===== src/sv/hsa_ram.sv =====
// Generic single-write, single-read RAM with registered read data.
// No dependencies.
`timescale 1ns / 1ps
`default_nettype none

module hsa_ram #(
    parameter int WIDTH = 8,
    parameter int DEPTH = 256
) (
    input  wire logic                     clk,
    input  wire logic                     we,
    input  wire logic [$clog2(DEPTH)-1:0] waddr,
    input  wire logic [WIDTH-1:0]         wdata,
    input  wire logic                     re,
    input  wire logic [$clog2(DEPTH)-1:0] raddr,
    output      logic [WIDTH-1:0]         rdata
);

    logic [WIDTH-1:0] mem [DEPTH];

    always_ff @(posedge clk)
    begin
        if (we)
        begin
            mem[waddr] <= wdata;
        end
        if (re)
        begin
            rdata <= mem[raddr];
        end
    end

endmodule

`default_nettype wire


===== config.mk =====
export PLATFORM = sky130hd
export DESIGN_NAME = hsa_ram
export DESIGN_NICKNAME = d
export VERILOG_FILES = /design/src/sv/hsa_ram.sv
export SDC_FILE = /design/constraint.sdc
export NUM_CORES = 2
export LEC_CHECK = 0
export ABC_CLOCK_PERIOD_IN_PS = 2200
export BUFFER_PORTS_ARGS = -buffer_cell sky130_fd_sc_hd__buf_2
export CORE_MARGIN = 2
export CORE_UTILIZATION = 35
export CTS_CLUSTER_SIZE = 40
export DETAILED_ROUTE_END_ITERATION = 10
export PLACE_DENSITY = 0.53
export SYNTH_ARGS = -nofsm -noshare
export SYNTH_HDL_FRONTEND = slang
export SYNTH_SLANG_ARGS = --single-unit

===== constraint.sdc =====
create_clock -name clk -period 2.2 [get_ports clk]
set_input_delay 0.33 -clock clk [delete_from_list [all_inputs] [get_ports clk]]
set_output_delay 0.33 -clock clk [all_outputs]
set_load 0.02 [all_outputs]

# Word-level counts from Yosys, hierarchy flattened
# Memory sizes are Yosys's and may differ from the RTL's. A register that Yosys moved wholly into a read port is not among the register bits.
# Cells that the tools add are included.
# classes
n_mux	2
# ops
operator	n
two-way mux 1 bit	2
# totals
wordCells	3
mem_bits_rw	2048
register_bits	0
mem_count	1
inputBits	27
output_inout_bits	8
# memory_table
name	depth	width	read_ports	rd_ports_with_merged_regs	write_ports	line_no	rtl
mem	256	8	1	1	1	19	logic [WIDTH-1:0] mem [DEPTH];

# Depth between registers and ports, before layout
# depth
ltp_word	2
depth_mapped	11
ltp_nobuf	6

# Worst setup path before layout
# No wires, ideal clock.
# synth_path
path_type	input-to-reg
startpoint	input raddr[0]
endpoint	register rdata[2] (read register of mem) (data pin)
path_slack_ns	-0.206
path_buffers	4
setup_ns	0.269
arrival_time_ns	2.137
path_stages	9
required_ns	1.931
path_cell_list	buf_6 > buf_12 > buf_8 > buf_2 > mux4_2 > a22oi_1 > a21oi_1 > nor4_1 > nor4_2
# synth_rtl
item	line_no	rtl
from (decl)	15	input wire logic [$clog2(DEPTH)-1:0] raddr,
to (decl)	16	output logic [WIDTH-1:0] rdata

==> run metrics <==
Critical Path AT=3.02 ns; DR pass1 iterations=5; max cap viols=0; final hold violations=0; CTS Buffer Depth=3; worst hold margin=0.162 ns; vias in the first global route=41100; Primary FF master, synth=edfxtp_1; Max Freq=411 MHz; setup TNS=-0.909 ns; Async SR Flop Fraction=0%; Die Wd=481 um; DRT Wirelength=215000 um; Vias/cell=5.27; clk_lat worst skew=0.86 ns; Seq cells post-synth=2056; Peak VDD IR=702 uV; DRT antenna net count=0; Switching Fraction=22.1%; Layout fillers=19800; most frequent cells in the layout=edfxtp_1 (2056), buf_4 (676), mux4_2 (454); Reg clk slew, reported paths=0.06 ns; synthesized net count=3760; Cells after DPL=7315; worst-path maximum fanout=1; Cells after Synth=3733; first-pass GRT wire length=307000 um; layout cells sized above 1=34.8%; Hold Crit Class=primary input to register; unrepaired setup endpoints after global routing=yes; Clock Skew=0.0350 ns; Post-CTS Setup Bufs=0; status=complete, but fails checks; Seq pwr share=52.7%; Data required, critical path=2.79 ns; final worst path period share=111%; initial DRC count=4252; Core ar.=227000 um2; post-synth cell types=54; Comb power frac=5.9%; row cnt=175; # port buffers=34; Leak Pwr=31.1 nW; Vias=40600; die area=231000 um2; measured slew at the worst slew-check pin=0.767 ns; number of remaining DRC errors=0; Avg Cell Area, Syn=21.3 um2; failing checks=setup timing; Initial Utilization=35.1%; CTS H-tree lvls=4; synth-to-layout area growth=21.0%; post-synthesis sequential area ratio=77.5%; CTS tree=built; Cell Pwr Density=851 nW/um2; CTS Buf Count=207; Syn Std Cell Area=79600 um2; setup ws final=-0.232 ns; Setup violations, final=8; GR Overflow Total=0; Yosys top cell by area=edfxtp_1; clock sink total=2056; largest net degree at the start of global routing=81; utilization after layout=42.5%; Slew Viols, Final=0; Vert. Die Dim=481 um; final layout net count=4544; switching power=0.0181 W; EDFF count, synth=2056; Total GRT Usage=18.5%; RePlAce Congestion=0.844; post-DP HPWL=143000 um; ranking of synthesized cells by area=edfxtp_1 (78%), mux4_2 (13%), mux2i_1 (1.7%); Startpoint Class=register; Synth top area share=77.5%; Critical Path Sink Type=register; I/O pin count=35; clock network power share=41.3%; Post-Layout Cell Count=7706; Yosys warning count=0; initial antenna violation count=15; Final Critical Period=2.43 ns; WL/cell=27.9 um; Worst Path Class, Setup=register to register; Clock Root Buffer=clkbuf_16; commonest non-fill, non-tap cell in the layout=edfxtp_1; Worst slew margin=48.9%; P_int=0.0639 W
==> per-stage QoR <==
step,worst slack [ns],power [W],area (um2)
after global placement,-1.73,0.0488,89200
after detailed placement,-1.64,0.0489,89200
final,-0.232,0.0820,96400
after global routing,-0.283,0.0845,96400
after CTS,-0.220,0.0828,96200
after floorplan,-0.0874,0.0462,79900
==> critical path, cell delays in order, from the launching register on <==
cell	delay, ns
edfxtp_1	0.36
mux4_2	0.51
mux4_2	0.52
nor2b_4	0.17
nor4_4	0.35
buf_4	0.21
nor4_2	0.04
==> flip-flops by register name (all words and copies together) (netlist names) <==
| name | flops |
|---|---|
| mem | 2048 |
| rdata | 8 |
==> power groups by stage <==
stage	clock [W]	sequential [W]	combinational [W]
floorplan	0	0.0441	0.00216
global placement	0	0.0441	0.00471
detailed placement	0	0.0441	0.00475
CTS	0.0346	0.0433	0.00488
global route	0.0361	0.0432	0.00513
finish	0.0339	0.0433	0.00485
==> timing repair <==
action                                 in CTS  in global routing
pin swaps                                  29                 24
gates resized for setup                    63                 34
setup endpoints to repair                   9                  8
endpoints found under the hold margin     338                  0
hold buffers                                9                  0
==> synth_stat cells, types with 3 or more instances <==
cell,instances
nor2b_1,31
o22ai_1,28
a21oi_1,96
o32ai_1,4
and2_1,6
buf_2,31
buf_6,21
edfxtp_1,2056
buf_1,22
nor4_2,3
nand3_1,34
or2_2,4
buf_12,8
nor4_1,24
nand2_1,33
a22oi_1,133
buf_4,27
a211oi_1,16
clkbuf_1,111
nand4_1,10
mux2i_1,134
o21ai_0,10
o221ai_1,46
buf_8,13
nor2_1,282
o22a_1,5
mux4_2,454
a221oi_1,13
o211ai_1,10
a22o_1,8
nand2b_1,8
nor3_1,22
==> path summary, 6_finish.rpt <==
| check | start | endpoint | slack [ns] | depth (start not counted) |
|---|---|---|---|---|
| max | mem[82][1] | rdata[1] | -0.23 | 6 |
| min | waddr[7] | mem[15][3] | 0.16 | 4 |
| max reg2reg | mem[82][1] | rdata[1] | -0.23 | 6 |
| min reg2reg | mem[214][3] | rdata[3] | 1.21 | 5 |
==> metal layers <==
metal / track usage, % / vias up / part of all wire, %
met5: 0 / - / 0
met1: 26.3 / 21800 / 44
met4: 4.46 / 0 / 2.1
met2: 29.9 / 1258 / 48
li1: - / 17300 / -
met3: 3.00 / 273 / 5.6
==> logic make-up (layout without fill, tap and decap cells) <==
family	count (synthesis)	count (layout)	share of synthesized area, %
compound gates	385	385	3.42
flops	2056	2056	77.5
other cells	0	5	0
simple gates	466	466	2.63
mux	591	591	14.6
buf+inv	235	1194	1.83
==> final cells by class <==
type | count | area (um2) | share of cell area [%]
Sequential cell | 2056 | 61700 | 64.1
Tap cell | 3009 | 3760 | 3.91
Clock inverter | 120 | 1100 | 1.14
Multi-Input combinational cell | 1442 | 17100 | 17.8
Antenna cell | 5 | 12.5 | 0.0130
Clock buffer | 264 | 5420 | 5.62
Timing Repair Buffer | 808 | 7230 | 7.51
Inverter | 2 | 7.51 | 0.00779
(Power assumes the default switching activity.)
