==> config.mk <==
export PLATFORM = sky130hd
export DESIGN_NAME = hsa_issue
export DESIGN_NICKNAME = d
export VERILOG_FILES = /design/src/sv/hsa_pkg.sv /design/src/sv/hsa_issue.sv
export SDC_FILE = /design/constraint.sdc
export NUM_CORES = 1
export LEC_CHECK = 0
export ABC_AREA = 1
export BUFFER_PORTS_ARGS = -buffer_cell sky130_fd_sc_hd__buf_2
export CORE_ASPECT_RATIO = 0.75
export CORE_MARGIN = 10
export CORE_UTILIZATION = 38
export CTS_CLUSTER_SIZE = 12
export DETAILED_ROUTE_END_ITERATION = 8
export HOLD_SLACK_MARGIN = 0.15
export PLACE_DENSITY = 0.87
export SLEW_MARGIN = 20
export SYNTH_ARGS = -nofsm -noshare
export SYNTH_HDL_FRONTEND = slang
export SYNTH_SLANG_ARGS = --single-unit
export TNS_END_PERCENT = 100
==> constraint.sdc <==
create_clock -name clk -period 0.85 [get_ports clk]
set_input_delay 0 -clock clk [delete_from_list [all_inputs] [get_ports clk]]
set_output_delay 0 -clock clk [all_outputs]
set_load 0.01 [all_outputs]
==> src/sv/hsa_pkg.sv <==
// Package for the handle slot allocator: widths, command and status codes,
// request/response beat types and the structs passed between the stages.
// No dependencies.
`timescale 1ns / 1ps
`default_nettype none

package hsa_pkg;

    localparam int CAPACITY = 1024;
    localparam int HW       = $clog2(CAPACITY);
    localparam int DW       = HW + 1;

    localparam logic [1:0] CMD_ALLOC  = 2'd0;
    localparam logic [1:0] CMD_FREE   = 2'd1;
    localparam logic [1:0] CMD_LOOKUP = 2'd2;

    localparam logic [1:0] ST_OK   = 2'd0;
    localparam logic [1:0] ST_BAD  = 2'd1;
    localparam logic [1:0] ST_FULL = 2'd2;

    typedef struct packed {
        logic [1:0]    cmd;
        logic [HW-1:0] handle_in;
    } req_t;

    typedef struct packed {
        logic [HW-1:0] handle_out;
        logic [1:0]    status;
        logic [HW-1:0] live_count;
    } rsp_t;

    // Writes made by the commit stage in the current cycle.
    typedef struct packed {
        logic          live_we;
        logic [HW-1:0] live_addr;
        logic          live_val;
        logic          stk_we;
        logic [HW-1:0] stk_addr;
        logic [HW-1:0] stk_data;
        logic [DW-1:0] depth_next;
    } wr_t;

    // Bypass values captured at issue, used in place of stale RAM reads.
    typedef struct packed {
        logic          live_hit;
        logic          live_val;
        logic          top_hit;
        logic [HW-1:0] top_val;
    } fwd_t;

endpackage

`default_nettype wire

==> src/sv/hsa_issue.sv <==
// Issue stage: input register, RAM read addresses and bypass capture.
// Depends on hsa_pkg.
`timescale 1ns / 1ps
`default_nettype none

module hsa_issue (
    input  wire logic                   clk,
    input  wire logic                   rst_n,
    input  wire logic                   start,
    input  wire hsa_pkg::req_t          req,
    input  wire hsa_pkg::wr_t           wr,
    output      logic                   s2_valid,
    output      hsa_pkg::req_t          s2_req,
    output      hsa_pkg::fwd_t          fwd,
    output      logic [hsa_pkg::HW-1:0] live_raddr,
    output      logic [hsa_pkg::HW-1:0] stk_raddr
);
    import hsa_pkg::*;

    logic          valid_reg;
    req_t          req_reg;
    fwd_t          fwd_reg;
    fwd_t          fwd_next;
    logic [DW-1:0] top_idx;

    // Top of stack as it stands after the commit stage's update this cycle.
    assign top_idx    = wr.depth_next - DW'(1);
    assign stk_raddr  = top_idx[HW-1:0];
    assign live_raddr = req.handle_in;

    always_comb
    begin
        fwd_next.live_hit = wr.live_we && (wr.live_addr == req.handle_in);
        fwd_next.live_val = wr.live_val;
        // A push lands exactly on the slot read as the new top.
        fwd_next.top_hit  = wr.stk_we;
        fwd_next.top_val  = wr.stk_data;
    end

    always_ff @(posedge clk or negedge rst_n)
    begin
        if (!rst_n)
        begin
            valid_reg <= 1'b0;
        end
        else
        begin
            valid_reg <= start;
        end
    end

    always_ff @(posedge clk)
    begin
        if (start)
        begin
            req_reg <= req;
            fwd_reg <= fwd_next;
        end
    end

    assign s2_valid = valid_reg;
    assign s2_req   = req_reg;
    assign fwd      = fwd_reg;

endmodule

`default_nettype wire

Word-level counts from Yosys, hierarchy flattened
Index checks and enable logic that the tools add are counted.

Flip-flop bits (word level): 26. Output and inout bits: 46.

Equal/unequal tests: 1. Reductions and logical operators: 1. Add/subtract/negate cells: 1.

Operators by type and width (count): $eq A10 B10 Y1 (1); $sub A10 B1 Y10 const B (1); $logic_and A1 B1 Y1 (1).

Depth between registers and ports, before layout
Depth in word-level cells: 2. Depth in mapped cells: 8.

Worst setup path after synthesis
Ideal clock, no wire load.

Kind: input port to output port. Start: input port wr[0] (netlist bit). End: output port stk_raddr[6] (netlist bit). Stages: 6. Buffers on the path: 0. Arrival time: 890 ps. Setup slack: -40 ps. Data required time: 850 ps. Cells stage by stage: inv_1 -> ha_1 -> inv_1 -> nor2_1 -> nand2_1 -> o21ai_0.

Longest elaborated chain between the ends: 1.

RTL lines: start: declaration (line hsa_issue.sv:11) `input wire hsa_pkg::wr_t wr,`; $sub A10 B1 Y10 (line hsa_issue.sv:27) `assign top_idx = wr.depth_next - DW'(1);`; end: declaration (line hsa_issue.sv:16) `output logic [hsa_pkg::HW-1:0] stk_raddr`.

Every way passes these cells.

Final worst setup path
Start: register fwd_reg (netlist bit fwd[4]). End: output port fwd[4] (netlist bit).

RTL lines: start: declaration (line hsa_issue.sv:22) `fwd_t fwd_reg;`; start signal: assignment (line hsa_issue.sv:57) `fwd_reg <= fwd_next;`; end: declaration (line hsa_issue.sv:14) `output hsa_pkg::fwd_t fwd,`.

No word-level cell between the ends.

==> impl_metrics.ini <==
[pwr]
power-per-cell-area_nw_per_um2 = 1400
leakage_nw = 1.08
vdd_ir_drop_max_mv = 0.658

[yosys]
area_fraction_in_compound_gates_after_synthesis_pct = 3.62
synthSimpleGateAreaFrac_pct = 17.8
synth.top_cells.by_area = sky130_fd_sc_hd__edfxtp_1 59%, sky130_fd_sc_hd__nand2_1 10%, sky130_fd_sc_hd__inv_1 8.5%
dominant_combinational_cell_family_by_area_after_synthesis = simple AND/OR/NAND/NOR gates
synthesis.nets = 187
synth_fa_ha_area_share_pct = 0.979
count_of_warnings_emitted_by_yosys = 0
avg_synthesized_cell_area_um2 = 10.1
postSynthRegisterBits = 26
netlist-cell-type-count = 21
synthDominantCellAreaShare_pct = 58.8
syn_std_cell_area_um2 = 1280
synth.largest_area_cell = sky130_fd_sc_hd__edfxtp_1
synth_sequential_area_ratio_pct = 60.7
synth-xor-area-share_pct = 2.06
multiplexer_share_of_the_synthesized_area_pct = 0
syn_inst = 127

[route]
wl_per_cell_um = 13.9
remaining_drc_errors = 0
drt-vias-per-instance = 4.22
wirelength_um = 3980
via_count = 1207
drt.antenna.violating_nets = 0
first_iter_violations = 54
router_iterations_before_antenna_repair = 6

[timing]
min_period_over_period_pct = 98.4
setup-violations-final = 0
tightest_pin_transition_ns = 0.145
totalNegativeSetupSlack_ns = 0
finalHoldViolCount = 0
maxSlewHeadroom_pct = 90.3
grt_setup_unrepaired = yes
fin_crit_ns = 0.836
fmax_ghz = 1.20
slew_viol_final = 0

[clock_network]
clkTransAtPathRegs_ns = 0.09
cts_buffer_depth = 2
tritoncts = yes
cts.sink_count = 26
cts_made_buffers = 3
clock_tree.root_cell = sky130_fd_sc_hd__clkbuf_8
htree_num_levels = 1

[worst_setup_path]
worst_path_class_setup = reg2out
required_ns = 0.85
crit_slowest_cell = sky130_fd_sc_hd__edfxtp_1
kind_of_cell_with_the_highest_combined_delay_on_the_critical_path = flip-flops
cp.arrival_ns = 0.84
critical-path-max-stage-delay_ns = 0.42
worstPathMaxFanout = 1
worst_setup_path_end_kind = primary output
startpoint = fwd[4]$_DFFE_PP_
worst-path-buf-inv = 1
path_cells = buf_6
setup.worst_path.start_class = register

[die]
io_pins = 105
core_area_um2 = 3270
initial_core_util_pct = 39.1
row_count = 18
floorplan.die.width_um = 87.0
die_h_um = 70.2
die-area_um2 = 6110

[finish]
largest_register_ffs = 13
finalNetCount = 307
drive_gt1_share_pct = 48.8
layout-area-overhead-vs-synth_pct = 68.2
layout.cells.non_filler = 286
most_frequent_standard_cell_in_the_layout_excluding_fill_and_tap_cells = sky130_fd_sc_hd__buf_2
mostFrequentLayoutCells = 91 x sky130_fd_sc_hd__buf_2, 33 x sky130_fd_sc_hd__nand2_1, 27 x sky130_fd_sc_hd__dlygate4sd3_1
antenna_cells_inserted = 0
nFillCells = 252
register_area_um2 = 776
area_of_the_multi_input_gates_um2 = 348

[placement]
numPortBuffers = 93
detailed_place_hpwl_um = 2990
gp_congestion = 0.719
dp_cells = 254

[global_routing]
grt_util_all_layers_pct = 12.7
first_global_vias = 1289
grt_start_max_net_pins = 27
grt_first_pass_wirelength_um = 6260
grt_antenna_before_repair = 0
global_route.overflow_total = 0

[hold_path]
hold_path_class = in2reg
worst_hold_path.endpoint = fwd[12]$_DFFE_PP_
min_delay_path_depth = 4
worst_hold_startpoint = wr[41]

[flow_run]
maxCapViolations = 0

[run_status]
outcome = completed
## repair_timing
item,in CTS,in global routing
endpoints found under the hold margin,27,0
setup buffers,2,0
pin swaps,4,4
hold buffers,27,0
endpoints found under the setup margin,4,7
gates resized for setup,11,7
## stage by stage
stage          utilization [%]  hold WS, ns  power [mW]  worst slack (ns)  area (um2)
2_1_floorplan                -       -0.296        1.81            0.0818        1280
3_3_place_gp              54.0       -0.224        2.11            -0.117        1760
3_5_place_dp              54.0       -0.224        2.13            -0.150        1760
4_1_cts                   65.3        0.140        3.03           -0.0140        2130
5_1_grt                   65.8        0.161        3.16           -0.0495        2150
6_report                  65.8        0.145        3.02            0.0139        2150
## area by class of cell
cell class | count | area share, %
Sequential cell | 26 | 36.1
Timing Repair Buffer | 125 | 37.2
Inverter | 30 | 5.65
Clock buffer | 4 | 2.56
Tap cell | 40 | 2.33
Multi-Input combinational cell | 61 | 16.2
## metal layers
layer | up-vias | global-route usage [%] | wire (um)
met5 | - | 0 | 0
met2 | 60 | 21.0 | 1850
met3 | 2 | 4.52 | 426
met4 | 0 | 5.03 | 31
li1 | 626 | - | -
met1 | 519 | 14.2 | 1680
## synthesized netlist by cell type
cell type	count
sky130_fd_sc_hd__nand3b_1	1
sky130_fd_sc_hd__o21ai_2	1
sky130_fd_sc_hd__xnor2_1	3
sky130_fd_sc_hd__nor2_2	1
sky130_fd_sc_hd__dfrtp_1	1
sky130_fd_sc_hd__o21a_1	1
sky130_fd_sc_hd__o21ai_0	4
sky130_fd_sc_hd__o21ai_1	2
sky130_fd_sc_hd__edfxtp_1	25
sky130_fd_sc_hd__clkinv_2	1
sky130_fd_sc_hd__nand2_2	1
sky130_fd_sc_hd__nor2_1	4
sky130_fd_sc_hd__nor2_4	1
sky130_fd_sc_hd__nand3_1	4
sky130_fd_sc_hd__nand4_4	1
sky130_fd_sc_hd__or2_0	1
sky130_fd_sc_hd__ha_1	1
sky130_fd_sc_hd__inv_1	29
sky130_fd_sc_hd__buf_4	10
sky130_fd_sc_hd__or2_2	1
sky130_fd_sc_hd__nand2_1	34
## where the power goes
group          total (mW)  leakage [nW]  internal [mW]  switching (mW)
clock network       0.797        0.0288          0.414           0.383
logic               0.687         0.800          0.349           0.337
registers            1.53         0.256           1.51          0.0221
## cells by family (layout without fill, tap and decap cells)
family | count (synthesis) | after routing
AO/OA/AOI/OAI | 8 | 8
XOR/XNOR | 3 | 3
adder cells (fa/ha/maj) | 1 | 1
buffers and inverters | 40 | 159
flip-flops | 26 | 26
AND/OR/NAND/NOR | 49 | 49
## worst max path at each step
stage	cells past startpoint	endpoint	slack (ns)
after floorplan	7	stk_raddr[8]	0.08
after global placement	9	stk_raddr[8]	-0.12
after detailed placement	9	stk_raddr[8]	-0.15
after CTS	9	stk_raddr[8]	-0.01
after global routing	9	stk_raddr[8]	-0.05
final	1	fwd[4]	0.01
Power figures use the tool's default switching activity.
