File: src/sv/hsa_pkg.sv
// Package for the handle slot allocator: widths, command and status codes,
// request/response beat types and the structs passed between the stages.
// No dependencies.
`timescale 1ns / 1ps
`default_nettype none

package hsa_pkg;

    localparam int CAPACITY = 1024;
    localparam int HW       = $clog2(CAPACITY);
    localparam int DW       = HW + 1;

    localparam logic [1:0] CMD_ALLOC  = 2'd0;
    localparam logic [1:0] CMD_FREE   = 2'd1;
    localparam logic [1:0] CMD_LOOKUP = 2'd2;

    localparam logic [1:0] ST_OK   = 2'd0;
    localparam logic [1:0] ST_BAD  = 2'd1;
    localparam logic [1:0] ST_FULL = 2'd2;

    typedef struct packed {
        logic [1:0]    cmd;
        logic [HW-1:0] handle_in;
    } req_t;

    typedef struct packed {
        logic [HW-1:0] handle_out;
        logic [1:0]    status;
        logic [HW-1:0] live_count;
    } rsp_t;

    // Writes made by the commit stage in the current cycle.
    typedef struct packed {
        logic          live_we;
        logic [HW-1:0] live_addr;
        logic          live_val;
        logic          stk_we;
        logic [HW-1:0] stk_addr;
        logic [HW-1:0] stk_data;
        logic [DW-1:0] depth_next;
    } wr_t;

    // Bypass values captured at issue, used in place of stale RAM reads.
    typedef struct packed {
        logic          live_hit;
        logic          live_val;
        logic          top_hit;
        logic [HW-1:0] top_val;
    } fwd_t;

endpackage

`default_nettype wire

File: src/sv/hsa_commit.sv
// Commit stage: allocator state, decision logic, RAM writes, result register.
// Depends on hsa_pkg.
`timescale 1ns / 1ps
`default_nettype none

module hsa_commit (
    input  wire logic                   clk,
    input  wire logic                   rst_n,
    input  wire logic                   s2_valid,
    input  wire hsa_pkg::req_t          s2_req,
    input  wire hsa_pkg::fwd_t          fwd,
    input  wire logic                   live_rdata,
    input  wire logic [hsa_pkg::HW-1:0] stk_rdata,
    output      hsa_pkg::wr_t           wr,
    output      logic                   done,
    output      hsa_pkg::rsp_t          rsp
);
    import hsa_pkg::*;

    logic [DW-1:0] fresh_reg;
    logic [DW-1:0] fresh_next;
    logic [DW-1:0] depth_reg;
    logic [HW-1:0] total_reg;
    logic [HW-1:0] total_next;
    logic          done_reg;
    rsp_t          rsp_reg;
    rsp_t          rsp_next;
    logic          live_bit;
    logic [HW-1:0] top;
    logic          is_live;
    logic [HW-1:0] h;

    assign h        = s2_req.handle_in;
    assign live_bit = fwd.live_hit ? fwd.live_val : live_rdata;
    assign top      = fwd.top_hit ? fwd.top_val : stk_rdata;
    // Handles at or above the bump pointer were never written: treat as dead.
    assign is_live  = (h != '0) && ({1'b0, h} < fresh_reg) && live_bit;

    always_comb
    begin
        fresh_next          = fresh_reg;
        total_next          = total_reg;
        wr.live_we          = 1'b0;
        wr.live_addr        = h;
        wr.live_val         = 1'b0;
        wr.stk_we           = 1'b0;
        wr.stk_addr         = depth_reg[HW-1:0];
        wr.stk_data         = h;
        wr.depth_next       = depth_reg;
        rsp_next.handle_out = h;
        rsp_next.status     = ST_BAD;
        if (s2_valid)
        begin
            unique case (s2_req.cmd)
                CMD_ALLOC:
                begin
                    priority if (depth_reg != '0)
                    begin
                        wr.depth_next       = depth_reg - DW'(1);
                        wr.live_we          = 1'b1;
                        wr.live_addr        = top;
                        wr.live_val         = 1'b1;
                        total_next          = total_reg + HW'(1);
                        rsp_next.handle_out = top;
                        rsp_next.status     = ST_OK;
                    end
                    else if (fresh_reg < DW'(CAPACITY))
                    begin
                        fresh_next          = fresh_reg + DW'(1);
                        wr.live_we          = 1'b1;
                        wr.live_addr        = fresh_reg[HW-1:0];
                        wr.live_val         = 1'b1;
                        total_next          = total_reg + HW'(1);
                        rsp_next.handle_out = fresh_reg[HW-1:0];
                        rsp_next.status     = ST_OK;
                    end
                    else
                    begin
                        rsp_next.handle_out = '0;
                        rsp_next.status     = ST_FULL;
                    end
                end
                CMD_FREE:
                begin
                    if (is_live && (depth_reg < DW'(CAPACITY)))
                    begin
                        wr.live_we      = 1'b1;
                        wr.stk_we       = 1'b1;
                        wr.depth_next   = depth_reg + DW'(1);
                        total_next      = (total_reg != '0) ? total_reg - HW'(1) : total_reg;
                        rsp_next.status = ST_OK;
                    end
                end
                CMD_LOOKUP:
                begin
                    if (is_live)
                    begin
                        rsp_next.status = ST_OK;
                    end
                end
                default:
                begin
                    rsp_next.status = ST_BAD;
                end
            endcase
        end
        rsp_next.live_count = total_next;
    end

    always_ff @(posedge clk or negedge rst_n)
    begin
        if (!rst_n)
        begin
            fresh_reg <= DW'(1);
            depth_reg <= '0;
            total_reg <= '0;
            done_reg  <= 1'b0;
        end
        else
        begin
            fresh_reg <= fresh_next;
            depth_reg <= wr.depth_next;
            total_reg <= total_next;
            done_reg  <= s2_valid;
        end
    end

    always_ff @(posedge clk)
    begin
        if (s2_valid)
        begin
            rsp_reg <= rsp_next;
        end
    end

    assign done = done_reg;
    assign rsp  = rsp_reg;

endmodule

`default_nettype wire

File: config.mk
export PLATFORM = sky130hd
export DESIGN_NAME = hsa_commit
export DESIGN_NICKNAME = d
export VERILOG_FILES = /design/src/sv/hsa_pkg.sv /design/src/sv/hsa_commit.sv
export SDC_FILE = /design/constraint.sdc
export NUM_CORES = 1
export LEC_CHECK = 0
export BUFFER_PORTS_ARGS = -buffer_cell sky130_fd_sc_hd__buf_2
export CORE_MARGIN = 10
export CORE_UTILIZATION = 28
export DETAILED_ROUTE_END_ITERATION = 12
export SLEW_MARGIN = 25
export SYNTH_ARGS = -nofsm -noshare
export SYNTH_HDL_FRONTEND = slang
export SYNTH_SLANG_ARGS = --single-unit
File: constraint.sdc
create_clock -name clk -period 8.1 [get_ports clk]
set_clock_uncertainty 0.2 [all_clocks]
set_input_delay 0 -clock clk [delete_from_list [all_inputs] [get_ports clk]]
set_output_delay 0 -clock clk [all_outputs]
set_load 0.02 [all_outputs]
**Word level (Yosys, flattened, before mapping)**

Index checks and enable logic that the tools add are counted.

- Add/sub/neg operators: 5
- Order comparisons: 3
- Eq/ne operators: 2
- Muxes and demuxes: 25
- Bitwise gates (word level): 1
- Reduce and logical (&&, ||, !) cells: 8

Operators by type and width:

| kind | count |
|---|---|
| 10-bit 2-to-1 mux | 7 |
| 12-bit 2-to-1 mux | 4 |
| 11-bit 2-to-1 mux | 4 |
| 11-bit by 1-bit adder with 11-bit output, second input constant | 2 |
| 11-bit < comparator, second input constant | 2 |
| 11-bit case mux with 2 select lines | 1 |
| 10-bit case mux with 2 select lines | 1 |
| 10-bit nonzero test | 2 |
| 13-bit 2-to-1 mux | 1 |
| 10-bit by 11-bit < comparator with 1-bit output | 1 |
| 11-bit nonzero test | 1 |
| 11-bit by 1-bit subtractor with 11-bit output, second input constant | 1 |
| 10-bit by 1-bit adder with 10-bit output, second input constant | 1 |
| 10-bit by 1-bit subtractor with 10-bit output, second input constant | 1 |
| 2-bit case mux with 3 select lines | 1 |
| 1-bit 2-to-1 mux | 5 |
| 4-bit AND reduction | 1 |
| 1-bit logical AND | 3 |
| 2-bit by 1-bit equality test with 1-bit output, second input constant | 1 |
| 2-bit equality test, second input constant | 1 |
| 2-bit logical NOT | 1 |
| 1-bit case mux with 2 select lines | 1 |
| 1-bit NOT | 1 |

- Register bits after elaboration: 55
- Bits of input ports: 39
- Output and inout bits: 67
- Word-level logic and storage cells: 51

**Depth between registers and ports, before layout**

Gate-level depths: netlist of the first run.

- Word-level depth: 7
- Mapped depth: 9
- Gate-level depth less buffers: 9

**Worst setup path before layout of the first run**

No wires, ideal clock.

- Kind: register to register
- Start point: register fresh_reg[5]
- End point: register depth_reg[5]
- Library setup time: 0.221 ns
- Data arrival time: 2.903 ns
- Path slack: 4.776 ns
- Cell stages (with the launch flop): 9
- Buffers on the path: 0
- Clock period less this slack: 3.324 ns
- Path through: dfrtp_1 -> inv_1 -> ha_1 -> a21o_1 -> a221o_1 -> a31o_1 -> a211oi_2 -> nand2_1 -> o311ai_0

RTL lines:

| item | RTL line | source |
|---|---|---|
| start, declared | hsa_commit.sv:20 | `logic [DW-1:0] fresh_reg;` |
| start signal, assigned | hsa_commit.sv:121 | `fresh_reg <= fresh_next;` |
| end signal, assigned | hsa_commit.sv:122 | `depth_reg <= wr.depth_next;` |
| end, declared | hsa_commit.sv:22 | `logic [DW-1:0] depth_reg;` |

==> results.sh, run 1 <==
export IMPL_ios=106
export IMPL_hold_start="s2_req[10]"
export IMPL_p_leak_nw=1.99
export IMPL_synth_area_leader_cell="dfrtp_1"
export IMPL_globalRouteMet2Util_pct=22.0
export IMPL_clockBufferDepth=2
export IMPL_ys_seq_area_share_pct=37.9
export IMPL_num_rows=43
export IMPL_initialDrtViolationCount=311
export IMPL_yosys_warnings=0
export IMPL_syn_cell_area_mm2=0.00392
export IMPL_final_util_pct=34.0
export IMPL_fp_dieW_um=138
export IMPL_dr_pass1_iters=5
export IMPL_clock_power_share_pct=24.7
export IMPL_required_ps=7900
export IMPL_fin_crit_sh_pct=45.6
export IMPL_gp_congestion=0.873
export IMPL_r2r_slack_ps=4740
export IMPL_hold_path_class="in -> reg"
export IMPL_grt_pass1_vias=3681
export IMPL_grt_overflow=0
export IMPL_htree_levels=2
export IMPL_drc=0
export IMPL_track_usage_pct=12.6
export IMPL_syn_inst=431
export IMPL_diodes=0
export IMPL_ys_seq_elements=55
export IMPL_start_kind="register"
export IMPL_finalHoldViolCount=0
export IMPL_switching_share_pct=38.6
export IMPL_vdd_drop_max_mv=0.0778
export IMPL_cts_root_buf="clkbuf_16"
export IMPL_cts_sinks=55
export IMPL_r2r_start="fresh_reg[5]"
export IMPL_syn_to_final_growth_pct=19.7
export IMPL_max_freq_ghz=0.271
export IMPL_drive_above_1_share_pct=25.8
export IMPL_powerDensity_mw_per_mm2=199
export IMPL_worstPathMaxFanout=18
export IMPL_synth_top_area_share_pct=20.4
export IMPL_tritoncts="yes"
export IMPL_clkLatencyLatePin_ps=310
export IMPL_yosysMostFrequentCell="nand2_1"
export IMPL_via_count=3684
export IMPL_initial_core_util_pct=28.4
export IMPL_grt_util_met3_pct=2.47
export IMPL_synth_area_leaders="dfrtp_1 20%, edfxtp_1 17%, ha_1 4.5%"
export IMPL_drv_slew=0
export IMPL_crit_arrival_ps=3490
export IMPL_hpwl_um=9540
export IMPL_cts_made_buffers=5
export IMPL_hold_depth=2
export IMPL_switchingPower_mw=0.361
export IMPL_internal_power_mw=0.575
export IMPL_dieArea_mm2=0.0191
export IMPL_timing_slew_headroom_pct=45.1
export IMPL_drv_cap=0
export IMPL_grt_setup_unrepaired="no"
export IMPL_fin_tns_setup_ps=0
export IMPL_use_met1_pct=14.7
export IMPL_path_class="reg -> out"
export IMPL_core_area_mm2=0.0138
export IMPL_io_buffers=105
export IMPL_min_to="depth_reg[10]"
export IMPL_fin_nets=563
export IMPL_grt_pass1_wl_um=20100
export IMPL_seqPwrFrac_pct=42.8
export IMPL_synth_avg_cell_area_um2=9.10
export IMPL_wl_per_cell_um=18.3
export IMPL_largest_register_ffs=22
export IMPL_syn_num_nets=484
export IMPL_synth_common_cells="43 x nand2_1, 32 x dfrtp_1, 22 x edfxtp_1, 22 x o21ai_0, 21 x nor2_1"
export IMPL_worst_slew_pin_slew_ps=821
export IMPL_cts_setup_buffers=0
export IMPL_async_reset_ff_share_pct=60.0
export IMPL_busiest_layer="met2"
export IMPL_critPathCaptureType="output port"
export IMPL_drt_antenna_violating_nets=0
export IMPL_grt_start_max_net_pins=43
export IMPL_period_minus_slack_ps=3690
export IMPL_wl_um=12700
export IMPL_synth_edf_count=22
export IMPL_antenna_found_initial=0
export IMPL_synth_cell_types=67
export IMPL_vias_per_cell=5.33
export IMPL_clkTransAtPathRegs_ps=70
export IMPL_synthFlopType="dfrtp_1"
export IMPL_r2r_end="rsp[9]"
export IMPL_r2r_cells=8
export IMPL_p_comb_share_pct=32.6
export IMPL_status="finished clean"
export IMPL_die_h_um=138
export IMPL_setup_viol=0
[layout make-up]
cell class                      count  area, um^2
Fill cell                        1417        9130
Multi-Input combinational cell    309        2090
Sequential cell                    55        1490
Timing Repair Buffer              120         671
Tap cell                          180         225
Clock buffer                        6         139
Inverter                           19        71.3
Clock inverter                      2        16.3
[worst max path at each step]
stage,startpoint,to,cells after the start
after global routing,fresh_reg[5],wr[5],9
after detailed placement,fresh_reg[5],wr[5],9
final,fresh_reg[5],wr[5],9
after floorplan,fresh_reg[5],depth_reg[5],8
after global placement,fresh_reg[5],wr[7],10
after CTS,fresh_reg[5],wr[5],9
[per-stage QoR]
stage	std cells	total power, mW	worst slack (ps)	hold slack, ps	instance area, um^2
after floorplan	431	0.620	4780	-496	3920
after detailed placement	670	0.705	4740	-54.6	4410
after global routing	691	0.987	4230	67.0	4700
after global placement	670	0.699	4500	-80.7	4400
final	691	0.936	4410	16.9	4700
after CTS	691	0.944	4400	15.3	4700
[power groups by stage]
stage          sequential (mW)  clock [mW]  combinational (mW)
3_3_place_gp             0.404           0               0.295
4_1_cts                  0.399       0.238               0.307
5_1_grt                  0.409       0.246               0.332
3_5_place_dp             0.404           0               0.301
6_report                 0.400       0.231               0.305
2_1_floorplan            0.386           0               0.234
[layout by cell type (no fill, tap or decap), drive strengths merged, types with 4 or more instances in the layout]
| cell | instances |
|---|---|
| a211o | 4 |
| a211oi | 6 |
| a21o | 13 |
| a21oi | 14 |
| a22o | 11 |
| a31oi | 8 |
| and3 | 7 |
| buf | 107 |
| clkbuf | 6 |
| dfrtp | 32 |
| dlygate4sd3 | 13 |
| edfxtp | 22 |
| ha | 14 |
| inv | 19 |
| mux2i | 11 |
| nand2 | 43 |
| nand2b | 6 |
| nand3 | 18 |
| nand4 | 7 |
| nor2 | 22 |
| nor3 | 15 |
| nor4 | 13 |
| o21ai | 25 |
| or4 | 5 |
| xnor2 | 14 |
[what timing repair did]
action                     CTS  global route
hold endpoints to repair    44             0
hold buffers                13             0
setup endpoints to repair    0             0
gates resized for setup      0             0
[cells by family (layout without fill, tap and decap cells)]
kind of cell    Yosys count  after routing  share of synthesized area (%)
compound gates          111            111                           20.4
xor+xnor                 14             14                           3.13
fa+ha+maj                14             14                           4.46
buf+inv                  67            147                           9.09
flops                    55             55                           37.9
mux                      13             13                           3.38
simple gates            157            157                           21.7
[layer usage]
layer	vias up	share of wire, %
li1	1751	-
met1	1773	41
met2	137	52
met3	23	5.6
met4	0	1.8
met5	-	0
[critical path, cell delays in order (launching register included)]
cell	delay (ps)
dfrtp_1	430
inv_1	60
ha_1	280
a21o_1	180
a221o_1	340
a31o_1	240
a211oi_4	730
nand2_1	190
o311ai_0	490
buf_2	250
Power figures use the tool's default switching activity.
==> run 2: changes to the inputs <==
==> constraint.sdc (replaced) <==
create_clock -name clk -period 3.1 [get_ports clk]
set_clock_uncertainty 0.2 [all_clocks]
set_input_delay 0 -clock clk [delete_from_list [all_inputs] [get_ports clk]]
set_output_delay 0 -clock clk [all_outputs]
set_load 0.02 [all_outputs]
==> results.sh, run 2 (same netlist as run 1, synthesis figures left out) <==
export IMPL_syn_to_final_growth_pct=26.3
export IMPL_track_usage_pct=12.2
export IMPL_fin_crit_sh_pct=98.0
export IMPL_required_ps=2940
export IMPL_clock_power_share_pct=23.8
export IMPL_grt_pass1_vias=3668
export IMPL_finalHoldViolCount=0
export IMPL_finalInstanceArea_mm2=0.00496
export IMPL_place_area_mm2=0.00449
export IMPL_grt_overflow=0
export IMPL_tritoncts="yes"
export IMPL_ios=106
export IMPL_hpwl_um=9570
export IMPL_final_common_cell="buf_2"
export IMPL_drc=0
export IMPL_cts_made_buffers=5
export IMPL_slowest_stage="dfrtp_1"
export IMPL_grt_start_max_net_pins=41
export IMPL_die_h_um=138
export IMPL_r2r_slack_ps=60
export IMPL_drv_cap=0
export IMPL_internal_power_mw=1.54
export IMPL_timing_hold_ws_ps=7.20
export IMPL_cts_sinks=55
export IMPL_status="finished clean"
export IMPL_cp_top_family="compound AO/OA/AOI/OAI gates"
export IMPL_fp_dieW_um=138
export IMPL_globalRouteMet2Util_pct=22.3
export IMPL_dr_pass1_iters=6
export IMPL_switchingPower_mw=0.948
export IMPL_critPathCaptureType="register"
export IMPL_worstPathMaxFanout=7
export IMPL_initial_core_util_pct=28.4
export IMPL_timing_slew_headroom_pct=47.4
export IMPL_initialDrtViolationCount=354
export IMPL_placed_cells=682
export IMPL_worst_slew_pin_slew_ps=789
export IMPL_clockBufferDepth=2
export IMPL_period_minus_slack_ps=3040
export IMPL_use_met1_pct=13.9
export IMPL_via_count=3790
export IMPL_fin_tns_setup_ps=0
export IMPL_htree_levels=2
export IMPL_drive_above_1_share_pct=31.7
export IMPL_start_kind="register"
export IMPL_final_cell_mix="102 x buf_2, 42 x nand2_1, 32 x dfrtp_1"
export IMPL_setup_viol=0
export IMPL_cts_root_buf="clkbuf_16"
export IMPL_r2r_end="rsp[2]"
export IMPL_max_freq_ghz=0.329
export IMPL_grt_pass1_wl_um=19500
export IMPL_hold_path_class="in -> reg"
export IMPL_min_to="done"
export IMPL_wl_um=13000
export IMPL_clkLatencyLatePin_ps=300
export IMPL_critPathMaxStageDelay_ps=380
export IMPL_fin_nets=585
export IMPL_busiest_layer="met2"
export IMPL_hold_depth=2
export IMPL_powerDensity_mw_per_mm2=503
export IMPL_io_buffers=105
export IMPL_wl_per_cell_um=18.2
export IMPL_drt_antenna_violating_nets=0
export IMPL_crit_buf_inv=3
export IMPL_drv_slew=0
export IMPL_r2r_start="fresh_reg[4]"
export IMPL_seqPwrFrac_pct=40.6
export IMPL_vdd_drop_max_mv=0.218
export IMPL_path_class="reg -> reg"
export IMPL_final_cell_count_no_fill=714
export IMPL_p_leak_nw=2.12
export IMPL_dieArea_mm2=0.0191
export IMPL_p_comb_share_pct=35.6
export IMPL_gp_congestion=0.880
export IMPL_core_area_mm2=0.0138
export IMPL_num_rows=43
export IMPL_hold_start="s2_valid"
export IMPL_r2r_cells=10
export IMPL_grt_util_met3_pct=2.40
export IMPL_crit_arrival_ps=2870
export IMPL_largest_register_ffs=22
export IMPL_antenna_found_initial=1
export IMPL_switching_share_pct=38.0
export IMPL_clkTransAtPathRegs_ps=80
export IMPL_vias_per_cell=5.31
export IMPL_crit_path_cell_trace="inv_2 -> ha_1 -> and3_4 -> a221o_1 -> a31o_4 -> a211oi_4 -> buf_2 -> buf_4 -> a211oi_1 -> or3_1"
[run 2: cell count changes in the layout (fill, tap and decap cells not counted), moves of 2 or more]
cell / before / now
o21ai_1: 2 / 4
ha_4: 0 / 2
buf_6: 0 / 2
o21ai_0: 22 / 19
buf_4: 2 / 26
inv_2: 0 / 4
dlygate4sd3_1: 13 / 11
inv_1: 19 / 15
ha_1: 14 / 12
o311ai_0: 3 / 1
buf_2: 105 / 102
[run 2: per-layer routing]
metal  vias to the layer above  share of wire (%)
met4                         0                2.1
met3                        21                6.4
met2                       138                 52
li1                       1795                  -
met1                      1836                 39
met5                         -                  0
[run 2: final cells by class]
| type | count | area, um^2 |
|---|---|---|
| antenna | 1 | 2.50 |
| clock buffer | 6 | 139 |
| clock inverter | 2 | 16.3 |
| fill | 1376 | 8870 |
| inverter | 19 | 71.3 |
| multi-input combinational | 309 | 2160 |
| sequential | 55 | 1490 |
| tap | 180 | 225 |
| timing repair buffer | 142 | 851 |
[run 2: power by group through the flow]
stage	registers, mW	logic (mW)	clock network, mW
after floorplan	1.01	0.613	0
after global placement	1.02	0.841	0
after detailed placement	1.02	0.852	0
after CTS	1.01	0.872	0.610
after global routing	1.03	0.958	0.634
final	1.01	0.887	0.592
[run 2: repair_timing]
action	in CTS	in global routing
resized for setup	7	20
setup endpoints to repair	5	8
buffers inserted	3	9
gates cloned	0	1
hold buffers	12	0
pin swaps	2	6
hold endpoints to repair	43	0
[run 2: how the worst max path moves through the flow]
stage | start | to | slack (ps) | cells past startpoint
after global placement | fresh_reg[6] | rsp[7] | 180 | 8
after detailed placement | fresh_reg[6] | rsp[7] | 100 | 8
after floorplan | fresh_reg[5] | depth_reg[9] | 20 | 9
after CTS | fresh_reg[5] | wr[7] | 8 | 11
final | fresh_reg[4] | rsp[2] | 60 | 10
after global routing | fresh_reg[4] | wr[4] | -20 | 11
[run 2: per-stage QoR]
stage	power (mW)	util [%]	worst slack, ps
floorplan	1.62	-	17.8
global placement	1.86	32.5	178
detailed placement	1.87	32.5	99.6
CTS	2.49	34.8	7.86
global route	2.62	35.8	-18.3
finish	2.49	35.8	62.2
==> run 3: changes to the inputs <==
==> constraint.sdc (replaced) <==
create_clock -name clk -period 3.1 [get_ports clk]
set_clock_uncertainty 0.2 [all_clocks]
set_input_delay 0 -clock clk [delete_from_list [all_inputs] [get_ports clk]]
set_output_delay 0 -clock clk [all_outputs]
set_load 0.005 [all_outputs]
==> results.sh, run 3 (same netlist as run 1, synthesis figures left out) <==
export IMPL_status="finished clean"
export IMPL_critPathCaptureType="output port"
export IMPL_drv_slew=0
export IMPL_core_area_mm2=0.0138
export IMPL_setup_viol=0
export IMPL_hold_path_class="in -> reg"
export IMPL_crit_start="fresh_reg[6]"
export IMPL_timing_hold_ws_ps=26.9
export IMPL_hold_start="s2_valid"
export IMPL_drive_above_1_share_pct=31.5
export IMPL_internal_power_mw=1.61
export IMPL_clkLatencyLatePin_ps=300
export IMPL_vdd_drop_max_mv=0.236
export IMPL_dieArea_mm2=0.0191
export IMPL_vias_per_cell=5.34
export IMPL_switchingPower_mw=0.826
export IMPL_required_ps=2900
export IMPL_diodes=0
export IMPL_layout_setup_ws_ps=70.7
export IMPL_grt_start_max_net_pins=39
export IMPL_htree_levels=2
export IMPL_wl_um=13300
export IMPL_cts_root_buf="clkbuf_16"
export IMPL_seqPwrFrac_pct=41.0
export IMPL_drc=0
export IMPL_place_area_mm2=0.00451
export IMPL_clkTransAtPathRegs_ps=70
export IMPL_tritoncts="yes"
export IMPL_pre_cts_slack_ps=130
export IMPL_fin_nets=585
export IMPL_highest_layer="met4"
export IMPL_p_comb_share_pct=32.3
export IMPL_antenna_found_initial=0
export IMPL_wl_met1_um=5230
export IMPL_final_util_pct=35.8
export IMPL_fin_crit_sh_pct=97.7
export IMPL_drv_cap=0
export IMPL_switching_share_pct=33.9
export IMPL_grt_pass1_wl_um=20800
export IMPL_syn_to_final_growth_pct=26.3
export IMPL_track_usage_pct=13.0
export IMPL_finalInstanceArea_mm2=0.00496
export IMPL_p_leak_nw=2.12
export IMPL_met2_length_um=6940
export IMPL_largest_register_ffs=22
export IMPL_grt_pass1_vias=3782
export IMPL_finalHoldViolCount=0
export IMPL_cts_sinks=55
export IMPL_via_count=3805
export IMPL_clockBufferDepth=2
export IMPL_hpwl_um=9920
export IMPL_initial_core_util_pct=28.4
export IMPL_fin_tns_setup_ps=0
export IMPL_path_class="reg -> out"
export IMPL_drt_antenna_violating_nets=0
export IMPL_io_buffers=105
export IMPL_clock_power_share_pct=26.7
export IMPL_period_minus_slack_ps=3030
export IMPL_crit_arrival_ps=2830
export IMPL_worst_slew_pin_slew_ps=806
export IMPL_wl_per_cell_um=18.7
export IMPL_dr_pass1_iters=5
export IMPL_ios=106
export IMPL_grt_overflow=0
export IMPL_dr_wl_met3_um=806
export IMPL_grt_setup_unrepaired="no"
export IMPL_initialDrtViolationCount=358
export IMPL_fp_dieW_um=138
export IMPL_start_kind="register"
export IMPL_cts_made_buffers=5
export IMPL_timing_slew_headroom_pct=46.2
export IMPL_die_h_um=138
export IMPL_max_freq_ghz=0.330
export IMPL_powerDensity_mw_per_mm2=492
export IMPL_num_rows=43
export IMPL_final_cell_mix="104 x buf_2, 43 x nand2_1, 32 x dfrtp_1"
export IMPL_r2r_start="fresh_reg[6]"
export IMPL_worstPathMaxFanout=5
export IMPL_final_common_cell="buf_2"
export IMPL_gp_congestion=0.914
## run 3: power by group through the flow
stage                     sequential, mW  clock (mW)  combinational [mW]
final                              0.999       0.650               0.787
after global routing                1.01       0.686               0.867
after CTS                          0.993       0.665               0.769
after detailed placement            1.01           0               0.745
after global placement              1.00           0               0.729
after floorplan                    0.966           0               0.512
## run 3: final timing paths
check                      cells after the start           end  slack (ps)
hold reg to reg                                1  fresh_reg[0]         320
max in group asynchronous                      2  fresh_reg[8]        2050
hold / removal                                 4  depth_reg[5]          30
min in group asynchronous                      2          done         140
setup / recovery                               9         wr[3]          70
setup reg to reg                               9        rsp[7]         110
## run 3: layout make-up
type	instances	area [um^2]
Timing Repair Buffer	142	842
Multi-Input combinational cell	309	2160
Sequential cell	55	1490
Clock buffer	6	129
Inverter	19	71.3
Tap cell	180	225
Fill cell	1380	8870
Clock inverter	2	37.5
## run 3: critical path: stages, from the launching register on
cell	delay [ps]
dfrtp_1	400
inv_2	110
ha_4	210
and3_4	150
a221o_1	290
a31o_1	250
a211o_4	380
or2_4	250
a311o_1	350
buf_2	130
## run 3: timing repair
| item | in CTS | in global routing |
|---|---|---|
| hold endpoints to repair | 43 | 0 |
| gates resized for setup | 6 | 17 |
| hold buffers | 12 | 0 |
| pin swaps | 2 | 4 |
| buffers inserted | 5 | 5 |
| endpoints found under the setup margin | 5 | 17 |
## run 3: routing by layer
| metal | GRT usage, % | vias up |
|---|---|---|
| li1 | - | 1797 |
| met1 | 15.0 | 1836 |
| met2 | 23.0 | 144 |
| met3 | 2.77 | 28 |
| met4 | 5.27 | 0 |
| met5 | 0 | - |
## run 3: metrics by stage
| step | std cells | power, mW |
|---|---|---|
| final | 713 | 2.44 |
| after global routing | 713 | 2.56 |
| after CTS | 709 | 2.43 |
| after detailed placement | 684 | 1.75 |
| after global placement | 684 | 1.73 |
| after floorplan | 431 | 1.48 |
